### src/hw/rtl/odpw_pkg.sv
// ---------------------------------------------------------------------------
// odpw_pkg: shared types, constants and helpers for the dither pixel writer
// Holds the register map, the 16x16 threshold matrix and the small
// arithmetic helpers used by the pipeline stages.
// ---------------------------------------------------------------------------
package odpw_pkg;

  // Channel and coordinate widths
  localparam int CHANNEL_BITS  = 8;
  localparam int COORD_BITS    = 12;
  localparam int OUT_XY_BITS   = 11;
  localparam int LEVEL_BITS    = 5;
  localparam int GAIN_BITS     = 13;
  localparam int INDEX_BITS    = 16;
  localparam int MAX_WIDTH_DEF = 2048;

  // Register reset values
  localparam logic [11:0] WIDTH_RST  = 12'd1280;
  localparam logic [11:0] HEIGHT_RST = 12'd1024;
  localparam logic [4:0]  RED_RST    = 5'd8;
  localparam logic [4:0]  GREEN_RST  = 5'd8;
  localparam logic [4:0]  BLUE_RST   = 5'd4;

  // Alpha byte placed on top of a direct color word
  localparam logic [7:0] ALPHA_BYTE = 8'hFF;

  // Register map, word index (byte address / 4)
  typedef enum logic [2:0] {
    REG_COLOR_MODE   = 3'd0,
    REG_FRAME_WIDTH  = 3'd1,
    REG_FRAME_HEIGHT = 3'd2,
    REG_RED_LEVELS   = 3'd3,
    REG_GREEN_LEVELS = 3'd4,
    REG_BLUE_LEVELS  = 3'd5
  } reg_idx_t;

  // Side data that rides along with each pixel through the pipeline
  typedef struct packed {
    logic [OUT_XY_BITS-1:0]  x;
    logic [OUT_XY_BITS-1:0]  y;
    logic                    span_end;
    logic [CHANNEL_BITS-1:0] red;
    logic [CHANNEL_BITS-1:0] green;
    logic [CHANNEL_BITS-1:0] blue;
  } pix_side_t;

  // Threshold matrix, row = x[3:0], column = y[3:0]
  localparam logic [7:0] THRESHOLDS [256] = '{
    8'd0,   8'd192, 8'd48,  8'd240, 8'd12,  8'd204, 8'd60,  8'd252,
    8'd3,   8'd195, 8'd51,  8'd243, 8'd15,  8'd207, 8'd63,  8'd255,
    8'd128, 8'd64,  8'd176, 8'd112, 8'd140, 8'd76,  8'd188, 8'd124,
    8'd131, 8'd67,  8'd179, 8'd115, 8'd143, 8'd79,  8'd191, 8'd127,
    8'd32,  8'd224, 8'd16,  8'd208, 8'd44,  8'd236, 8'd28,  8'd220,
    8'd35,  8'd227, 8'd19,  8'd211, 8'd47,  8'd239, 8'd31,  8'd223,
    8'd160, 8'd96,  8'd144, 8'd80,  8'd172, 8'd108, 8'd156, 8'd92,
    8'd163, 8'd99,  8'd147, 8'd83,  8'd175, 8'd111, 8'd159, 8'd95,
    8'd8,   8'd200, 8'd56,  8'd248, 8'd4,   8'd196, 8'd52,  8'd244,
    8'd11,  8'd203, 8'd59,  8'd251, 8'd7,   8'd199, 8'd55,  8'd247,
    8'd136, 8'd72,  8'd184, 8'd120, 8'd132, 8'd68,  8'd180, 8'd116,
    8'd139, 8'd75,  8'd187, 8'd123, 8'd135, 8'd71,  8'd183, 8'd119,
    8'd40,  8'd232, 8'd24,  8'd216, 8'd36,  8'd228, 8'd20,  8'd212,
    8'd43,  8'd235, 8'd27,  8'd219, 8'd39,  8'd231, 8'd23,  8'd215,
    8'd168, 8'd104, 8'd152, 8'd88,  8'd164, 8'd100, 8'd148, 8'd84,
    8'd171, 8'd107, 8'd155, 8'd91,  8'd167, 8'd103, 8'd151, 8'd87,
    8'd2,   8'd194, 8'd50,  8'd242, 8'd14,  8'd206, 8'd62,  8'd254,
    8'd1,   8'd193, 8'd49,  8'd241, 8'd13,  8'd205, 8'd61,  8'd253,
    8'd130, 8'd66,  8'd178, 8'd114, 8'd142, 8'd78,  8'd190, 8'd126,
    8'd129, 8'd65,  8'd177, 8'd113, 8'd141, 8'd77,  8'd189, 8'd125,
    8'd34,  8'd226, 8'd18,  8'd210, 8'd46,  8'd238, 8'd30,  8'd222,
    8'd33,  8'd225, 8'd17,  8'd209, 8'd45,  8'd237, 8'd29,  8'd221,
    8'd162, 8'd98,  8'd146, 8'd82,  8'd174, 8'd110, 8'd158, 8'd94,
    8'd161, 8'd97,  8'd145, 8'd81,  8'd173, 8'd109, 8'd157, 8'd93,
    8'd10,  8'd202, 8'd58,  8'd250, 8'd6,   8'd198, 8'd54,  8'd246,
    8'd9,   8'd201, 8'd57,  8'd249, 8'd5,   8'd197, 8'd53,  8'd245,
    8'd138, 8'd74,  8'd186, 8'd122, 8'd134, 8'd70,  8'd182, 8'd118,
    8'd137, 8'd73,  8'd185, 8'd121, 8'd133, 8'd69,  8'd181, 8'd117,
    8'd42,  8'd234, 8'd26,  8'd218, 8'd38,  8'd230, 8'd22,  8'd214,
    8'd41,  8'd233, 8'd25,  8'd217, 8'd37,  8'd229, 8'd21,  8'd213,
    8'd170, 8'd106, 8'd154, 8'd90,  8'd166, 8'd102, 8'd150, 8'd86,
    8'd169, 8'd105, 8'd153, 8'd89,  8'd165, 8'd101, 8'd149, 8'd85
  };

  // A level count of zero acts as one level
  function automatic logic [LEVEL_BITS-1:0] eff_levels(input logic [LEVEL_BITS-1:0] n);
    return (n == '0) ? LEVEL_BITS'(1) : n;
  endfunction

  // Scale factor (levels-1)*256 + 1
  function automatic logic [GAIN_BITS-1:0] chan_gain(input logic [LEVEL_BITS-1:0] n);
    logic [LEVEL_BITS-1:0] m;
    m = eff_levels(n) - LEVEL_BITS'(1);
    return {m, 8'h01};
  endfunction

  // Integer level plus one when the fraction beats the threshold
  function automatic logic [LEVEL_BITS-1:0] dither_level(
    input logic [GAIN_BITS-1:0] e,
    input logic [7:0]           thr
  );
    return e[GAIN_BITS-1:8] + ((e[7:0] > thr) ? LEVEL_BITS'(1) : LEVEL_BITS'(0));
  endfunction

endpackage

### src/hw/rtl/ordered_dither_pixel_writer_unit.sv
// ---------------------------------------------------------------------------
// ordered_dither_pixel_writer_unit: clipped, ordered-dither pixel writer
// Takes one pixel beat per clock, drops pixels outside the frame, and
// writes a dithered color index or a packed direct color word.
// ---------------------------------------------------------------------------
// Usage:
//   A pixel beat (pixel_x, pixel_y, red_in, green_in, blue_in, span_end) is
//   taken at each rising edge with start high; busy stays low, so a new
//   pixel may be presented every cycle.
//   A visible pixel appears on out_x, out_y, pixel_word and out_span_end
//   for one cycle with done high, once it has passed the register stages.
//   Pixels off the frame give no beat. Results leave in input order.
//   Throughput is one pixel per clock; the six register stages (input,
//   clip/threshold, channel multiply, level, index multiply, output) each
//   hold one pixel.
//   The receiver cannot hold results off; none is needed as nothing ever backs up.
//   Registers sit on the APB port at byte address 4*i; the user must write
//   them only while no pixel is in flight, which the block does not enforce.
//   Reset clears the pipeline valid bits and loads the register defaults
//   (indexed mode, 1280x1024, 8/8/4 levels).
// ---------------------------------------------------------------------------
module ordered_dither_pixel_writer_unit #(
  parameter int MAX_WIDTH = odpw_pkg::MAX_WIDTH_DEF
) (
  input  logic        clk,
  input  logic        rst,

  // pixel command
  input  logic        start,
  output logic        busy,
  input  logic [11:0] pixel_x,
  input  logic [11:0] pixel_y,
  input  logic [7:0]  red_in,
  input  logic [7:0]  green_in,
  input  logic [7:0]  blue_in,
  input  logic        span_end,

  // result strobe
  output logic        done,
  output logic [10:0] out_x,
  output logic [10:0] out_y,
  output logic [31:0] pixel_word,
  output logic        out_span_end,

  // register port
  input  logic        psel,
  input  logic        penable,
  input  logic        pwrite,
  input  logic [4:0]  paddr,
  input  logic [31:0] pwdata,
  output logic [31:0] prdata,
  output logic        pready
);

  localparam logic [12:0] MaxW = 13'(MAX_WIDTH);
  localparam int LB = odpw_pkg::LEVEL_BITS;
  localparam int GB = odpw_pkg::GAIN_BITS;
  localparam int CB = odpw_pkg::CHANNEL_BITS;
  localparam int PB = CB + GB;

  // configuration registers
  logic          color_mode;
  logic [11:0]   frame_width;
  logic [11:0]   frame_height;
  logic [LB-1:0] red_levels;
  logic [LB-1:0] green_levels;
  logic [LB-1:0] blue_levels;

  odpw_pkg::reg_idx_t reg_sel;
  logic               cfg_wr;

  assign reg_sel = odpw_pkg::reg_idx_t'(paddr[4:2]);
  assign cfg_wr  = psel && penable && pwrite && pready;
  assign pready  = 1'b1;
  assign busy    = 1'b0;

  // write registers on the access cycle
  always_ff @(posedge clk) begin
    if (rst) begin
      color_mode   <= 1'b0;
      frame_width  <= odpw_pkg::WIDTH_RST;
      frame_height <= odpw_pkg::HEIGHT_RST;
      red_levels   <= odpw_pkg::RED_RST;
      green_levels <= odpw_pkg::GREEN_RST;
      blue_levels  <= odpw_pkg::BLUE_RST;
    end else if (cfg_wr) begin
      case (reg_sel)
        odpw_pkg::REG_COLOR_MODE:   color_mode   <= pwdata[0];
        odpw_pkg::REG_FRAME_WIDTH:  frame_width  <= pwdata[11:0];
        odpw_pkg::REG_FRAME_HEIGHT: frame_height <= pwdata[11:0];
        odpw_pkg::REG_RED_LEVELS:   red_levels   <= pwdata[LB-1:0];
        odpw_pkg::REG_GREEN_LEVELS: green_levels <= pwdata[LB-1:0];
        odpw_pkg::REG_BLUE_LEVELS:  blue_levels  <= pwdata[LB-1:0];
        default: ;
      endcase
    end
  end

  // register readback
  always_comb begin
    case (reg_sel)
      odpw_pkg::REG_COLOR_MODE:   prdata = {31'd0, color_mode};
      odpw_pkg::REG_FRAME_WIDTH:  prdata = {20'd0, frame_width};
      odpw_pkg::REG_FRAME_HEIGHT: prdata = {20'd0, frame_height};
      odpw_pkg::REG_RED_LEVELS:   prdata = {{(32-LB){1'b0}}, red_levels};
      odpw_pkg::REG_GREEN_LEVELS: prdata = {{(32-LB){1'b0}}, green_levels};
      odpw_pkg::REG_BLUE_LEVELS:  prdata = {{(32-LB){1'b0}}, blue_levels};
      default:                    prdata = 32'd0;
    endcase
  end

  // derived config values, stable while pixels are in flight if no register is written then
  logic [12:0]   width_eff;
  logic [GB-1:0] gain_r, gain_g, gain_b;
  logic [LB-1:0] ng_eff, nb_eff;
  logic [2*LB-1:0] gb_count;

  assign width_eff = ({1'b0, frame_width} > MaxW) ? MaxW : {1'b0, frame_width};
  assign gain_r    = odpw_pkg::chan_gain(red_levels);
  assign gain_g    = odpw_pkg::chan_gain(green_levels);
  assign gain_b    = odpw_pkg::chan_gain(blue_levels);
  assign ng_eff    = odpw_pkg::eff_levels(green_levels);
  assign nb_eff    = odpw_pkg::eff_levels(blue_levels);
  assign gb_count  = ng_eff * nb_eff;

  // stage 1: input register
  logic        v1;
  logic [11:0] x1, y1;
  logic [CB-1:0] r1, g1, b1;
  logic        se1;

  always_ff @(posedge clk) begin
    if (rst) v1 <= 1'b0;
    else     v1 <= start;
  end

  always_ff @(posedge clk) begin
    if (start) begin
      x1  <= pixel_x;
      y1  <= pixel_y;
      r1  <= red_in;
      g1  <= green_in;
      b1  <= blue_in;
      se1 <= span_end;
    end
  end

  // stage 2: clip and threshold lookup
  logic               vis1;
  logic               v2;
  odpw_pkg::pix_side_t s2;
  logic [7:0]         thr2;

  assign vis1 = !x1[11] && !y1[11] && ({1'b0, x1} < width_eff) && (y1 < frame_height);

  always_ff @(posedge clk) begin
    if (rst) v2 <= 1'b0;
    else     v2 <= v1 && vis1;
  end

  always_ff @(posedge clk) begin
    s2.x        <= x1[10:0];
    s2.y        <= y1[10:0];
    s2.span_end <= se1;
    s2.red      <= r1;
    s2.green    <= g1;
    s2.blue     <= b1;
    thr2        <= odpw_pkg::THRESHOLDS[{x1[3:0], y1[3:0]}];
  end

  // stage 3: scale each channel
  logic               v3;
  odpw_pkg::pix_side_t s3;
  logic [7:0]         thr3;
  logic [GB-1:0]      e_r3, e_g3, e_b3;
  logic [PB-1:0]      prod_r, prod_g, prod_b;

  assign prod_r = s2.red   * gain_r;
  assign prod_g = s2.green * gain_g;
  assign prod_b = s2.blue  * gain_b;

  always_ff @(posedge clk) begin
    if (rst) v3 <= 1'b0;
    else     v3 <= v2;
  end

  always_ff @(posedge clk) begin
    s3   <= s2;
    thr3 <= thr2;
    e_r3 <= prod_r[PB-1:CB];
    e_g3 <= prod_g[PB-1:CB];
    e_b3 <= prod_b[PB-1:CB];
  end

  // stage 4: pick dithered levels
  logic               v4;
  odpw_pkg::pix_side_t s4;
  logic [LB-1:0]      q_r4, q_g4, q_b4;

  always_ff @(posedge clk) begin
    if (rst) v4 <= 1'b0;
    else     v4 <= v3;
  end

  always_ff @(posedge clk) begin
    s4   <= s3;
    q_r4 <= odpw_pkg::dither_level(e_r3, thr3);
    q_g4 <= odpw_pkg::dither_level(e_g3, thr3);
    q_b4 <= odpw_pkg::dither_level(e_b3, thr3);
  end

  // stage 5: weight levels into index terms
  logic               v5;
  odpw_pkg::pix_side_t s5;
  logic [3*LB-1:0]    term_r5;
  logic [2*LB-1:0]    term_g5;
  logic [LB-1:0]      q_b5;

  always_ff @(posedge clk) begin
    if (rst) v5 <= 1'b0;
    else     v5 <= v4;
  end

  always_ff @(posedge clk) begin
    s5      <= s4;
    term_r5 <= q_r4 * gb_count;
    term_g5 <= q_g4 * nb_eff;
    q_b5    <= q_b4;
  end

  // stage 6: merge index or pack direct word, drive the result beat
  logic [odpw_pkg::INDEX_BITS-1:0] index5;
  logic [31:0]                     word5;

  assign index5 = odpw_pkg::INDEX_BITS'(term_r5)
                + odpw_pkg::INDEX_BITS'(term_g5)
                + odpw_pkg::INDEX_BITS'(q_b5);
  assign word5  = color_mode
                ? {odpw_pkg::ALPHA_BYTE, s5.blue, s5.green, s5.red}
                : {{(32-odpw_pkg::INDEX_BITS){1'b0}}, index5};

  always_ff @(posedge clk) begin
    if (rst) done <= 1'b0;
    else     done <= v5;
  end

  always_ff @(posedge clk) begin
    out_x        <= s5.x;
    out_y        <= s5.y;
    out_span_end <= s5.span_end;
    pixel_word   <= word5;
  end

endmodule
### config.mk
export PLATFORM = sky130hd
export DESIGN_NAME = ordered_dither_pixel_writer_unit
export DESIGN_NICKNAME = d
export VERILOG_FILES = /design/src/hw/rtl/odpw_pkg.sv /design/src/hw/rtl/ordered_dither_pixel_writer_unit.sv
export SDC_FILE = /design/constraint.sdc
export NUM_CORES = 1
export LEC_CHECK = 0
export BUFFER_PORTS_ARGS = -buffer_cell sky130_fd_sc_hd__buf_2
export CAP_MARGIN = 20
export CORE_ASPECT_RATIO = 1.25
export CORE_UTILIZATION = 50
export CTS_CLUSTER_DIAMETER = 30
export DETAILED_ROUTE_END_ITERATION = 8
export PLACE_DENSITY = 0.69
export SLEW_MARGIN = 20
export SYNTH_ARGS = -nofsm -noshare
export SYNTH_HDL_FRONTEND = slang
export SYNTH_SLANG_ARGS = --single-unit
### constraint.sdc
create_clock -name clk -period 8.3 [get_ports clk]
set_clock_uncertainty 0.1 [all_clocks]
set_input_delay 0.415 -clock clk [delete_from_list [all_inputs] [get_ports clk]]
set_output_delay 0.415 -clock clk [all_outputs]
set_load 0.01 [all_outputs]
==> impl_metrics.json <==
{
  "status": "complete, but fails checks",
  "violations": "design-rule violations",
  "diodes": 0,
  "rr_endpoint": "term_r5[14]$_DFF_P_",
  "cp_max_fo": 13,
  "clk_latency_ns": 0.59,
  "p_int_uw": 4580,
  "ir_drop_mv": 0.227,
  "cts_buffers": 67,
  "die_area_um2": 40400,
  "fin_cells": 2606,
  "start_util_pct": 50.6,
  "syn_area_per_cell_um2": 10.8,
  "cpMostUsedCell": "fa_1",
  "grt_max_degree": 51,
  "layout.nets": 2477,
  "leakage_uw": 0.0112,
  "crit_path_max_incr_delay_ns": 0.67,
  "syn-cell-area_um2": 19800,
  "crit_type": "flip-flop to flip-flop",
  "p_sw_uw": 1770,
  "slowest_stage": "nor2_1",
  "crit_chain": "nor4_1 -> nor2_1 -> nor2_1 -> ha_1 -> ha_1 -> fa_1 -> inv_1 -> fa_1 -> xnor2_1 -> and2_1 -> fa_1 -> fa_1 -> inv_1 -> fa_1 -> inv_1 -> ha_1 -> and3_4 -> a2111oi_4 -> o211ai_2 -> a21o_1 -> a21oi_1 -> xor2_1",
  "drc_errors": 13,
  "wl_per_cell_um": 14.9,
  "power.density_nw_per_um2": 268,
  "r2r_cells": 22,
  "dr_wl_met3_um": 1830,
  "pwr-share-seq_pct": 39.1,
  "drt_iter0_markers": 425,
  "top_layer": "met4",
  "post-route-period-util_pct": 86.7,
  "dieHeight_um": 224,
  "grt-ovfl-total": 0,
  "postCtsHoldBufs": 56,
  "setup_tns_ns": 0,
  "yosys_warnings": 0,
  "hold_path_class": "primary input to flip-flop",
  "clkPwrFrac_pct": 43.8,
  "hold_end": "frame_height[2]$_SDFFE_PP0P_",
  "tightest_slew_ns": 0.882,
  "yosysUniqueCellTypes": 62,
  "ctsHtreeMaxLevel": 3,
  "async_flop_share_pct": 0,
  "core_um2": 39100,
  "place_inst": 2428,
  "endpoint_kind": "flip-flop",
  "maxCapViolCount": 0,
  "grt_pass1_vias": 13442,
  "required_ns": 8.68,
  "combPwrFrac_pct": 17.2,
  "max_freq_mhz": 139,
  "hpwl_um": 28500,
  "root_buffer": "clkbuf_16",
  "viasPerCell": 4.99,
  "slew_violations": 0,
  "rsz0062_at_grt": "false",
  "vias": 13012,
  "cp-start-kind": "flip-flop",
  "cts_setup_buffers": 0,
  "hold_viol": 0,
  "antenna_found_initial": 2,
  "min_period_ns": 7.20,
  "drtAntennaViolNets": 0,
  "synth_top_flop_cell": "dfxtp_1",
  "setup-violations-final": 0,
  "synth_cells": 1835,
  "min_path_cells": 3,
  "track_usage_pct": 20.0,
  "gp_congestion": 0.863,
  "utilization_pct": 60.7,
  "wl_met1_um": 16200,
  "port-buffer-count": 137,
  "rows": 81,
  "switching_share_pct": 27.9,
  "dr_wl_met2_um": 19100,
  "r2r_slack_ns": 1.10,
  "area_growth_pct": 19.9,
  "boundaryPins": 182,
  "clk_pin_slew_ns": 0.05,
  "final_common_cell": "dfxtp_1",
  "cts.sinks": 423,
  "final_cell_mix": "374 x dfxtp_1, 228 x ha_1, 222 x inv_1",
  "slew_headroom_pct": 41.2,
  "die_w_um": 180,
  "cts_resized": 0,
  "clockBufferDepth": 3,
  "cts_tree": "done",
  "drive_gt1_share_pct": 13.2,
  "synth_edf_count": 49,
  "arrival_ns": 7.58,
  "wirelength_um": 38800,
  "drt-pass1-iter-count": 7,
  "ys_ff_latch": 423,
  "regToRegStartpoint": "green_levels[2]$_SDFFE_PP0P_",
  "ys_seq_area_share_pct": 45.3,
  "min_from": "pwdata[2]",
  "grt_pass1_wl_um": 64400
}
[power groups by stage]
stage / Sequential, uW / Combinational (uW) / Clock (uW)
after floorplan: 2460 / 821 / 0
after global placement: 2520 / 1040 / 0
after detailed placement: 2530 / 1080 / 0
after CTS: 2490 / 1110 / 2840
after global routing: 2510 / 1270 / 2940
final: 2480 / 1090 / 2780
[worst max path at each step]
| stage | startpoint | end |
|---|---|---|
| finish | green_levels[2]$_SDFFE_PP0P_ | term_r5[14]$_DFF_P_ |
| detailed placement | green_levels[2]$_SDFFE_PP0P_ | term_r5[14]$_DFF_P_ |
| global placement | green_levels[2]$_SDFFE_PP0P_ | term_r5[14]$_DFF_P_ |
| floorplan | green_levels[4]$_SDFFE_PP0P_ | term_r5[14]$_DFF_P_ |
| global route | green_levels[4]$_SDFFE_PP0P_ | term_r5[14]$_DFF_P_ |
| CTS | green_levels[4]$_SDFFE_PP0P_ | term_r5[14]$_DFF_P_ |
[state kept, by name (all words and copies together), names as in the netlist, 13 cells and up]
name / cells
s4: 47
s5: 47
e_r3: 13
e_b3: 13
e_g3: 13
s3: 43
pixel_word: 25
s2: 43
term_r5: 15
[synth_stat cells (5+ instances only)]
cell type | number | area share, %
buf_2 | 6 | 0.15
o21a_1 | 15 | 0.57
and2_1 | 115 | 3.6
a21o_1 | 14 | 0.53
o21ai_0 | 36 | 0.91
dfxtp_1 | 374 | 38
mux2i_1 | 22 | 1.1
o31ai_1 | 10 | 0.38
inv_1 | 222 | 4.2
clkbuf_1 | 30 | 0.57
nor2_1 | 73 | 1.4
edfxtp_1 | 49 | 7.4
nor2b_1 | 49 | 1.5
ha_1 | 228 | 14
a211oi_1 | 13 | 0.49
xnor2_1 | 41 | 1.8
buf_4 | 29 | 1.1
nand2_1 | 164 | 3.1
nor3_1 | 13 | 0.33
a21oi_1 | 63 | 1.6
and3_1 | 8 | 0.25
fa_1 | 102 | 10
xor2_1 | 29 | 1.3
or2_2 | 5 | 0.16
a22oi_1 | 7 | 0.27
nand2b_1 | 20 | 0.63
nand4_1 | 7 | 0.22
nand3_1 | 14 | 0.35
[stage by stage]
stage	area, um2	power, uW	hold WS, ns	worst slack (ns)
6_report	23700	6360	0.0468	1.10
5_1_grt	23700	6720	0.0437	0.663
4_1_cts	23700	6440	0.0185	1.13
3_5_place_dp	20800	3610	0.212	1.18
3_3_place_gp	20800	3560	0.210	1.28
2_1_floorplan	19900	3290	0.210	1.66
[logic make-up after synthesis]
family	after synthesis	share of synthesized area, %
AO/OA/AOI/OAI	205	6.81
XOR/XNOR	70	3.10
adder cells (fa/ha/maj)	330	24.7
buffers and inverters	289	6.07
flip-flops	423	45.3
multiplexers	26	1.34
other	2	0.0379
AND/OR/NAND/NOR	490	12.6
[cell type report]
cell class	instances	area, um2
Multi-Input combinational cell	1143	9710
Inverter	222	833
Fill cell	3103	15400
Clock buffer	74	1740
Sequential cell	423	8960
Timing Repair Buffer	198	1280
Clock inverter	48	581
Tap cell	498	623
[critical path: cells and delay by family (launching register included)]
kind | cells | cell delay, ns
flops | 1 | 0.57
fa+ha+maj | 8 | 3.52
compound gates | 4 | 0.94
xor+xnor | 2 | 0.53
simple gates | 5 | 1.29
buf+inv | 3 | 0.16
[layer usage]
metal | vias to the layer above | GRT usage, %
li1 | 6410 | -
met1 | 6196 | 22.9
met2 | 307 | 35.2
met3 | 99 | 3.71
met4 | 0 | 11.0
met5 | - | 0
Power figures use the tool's default switching activity.
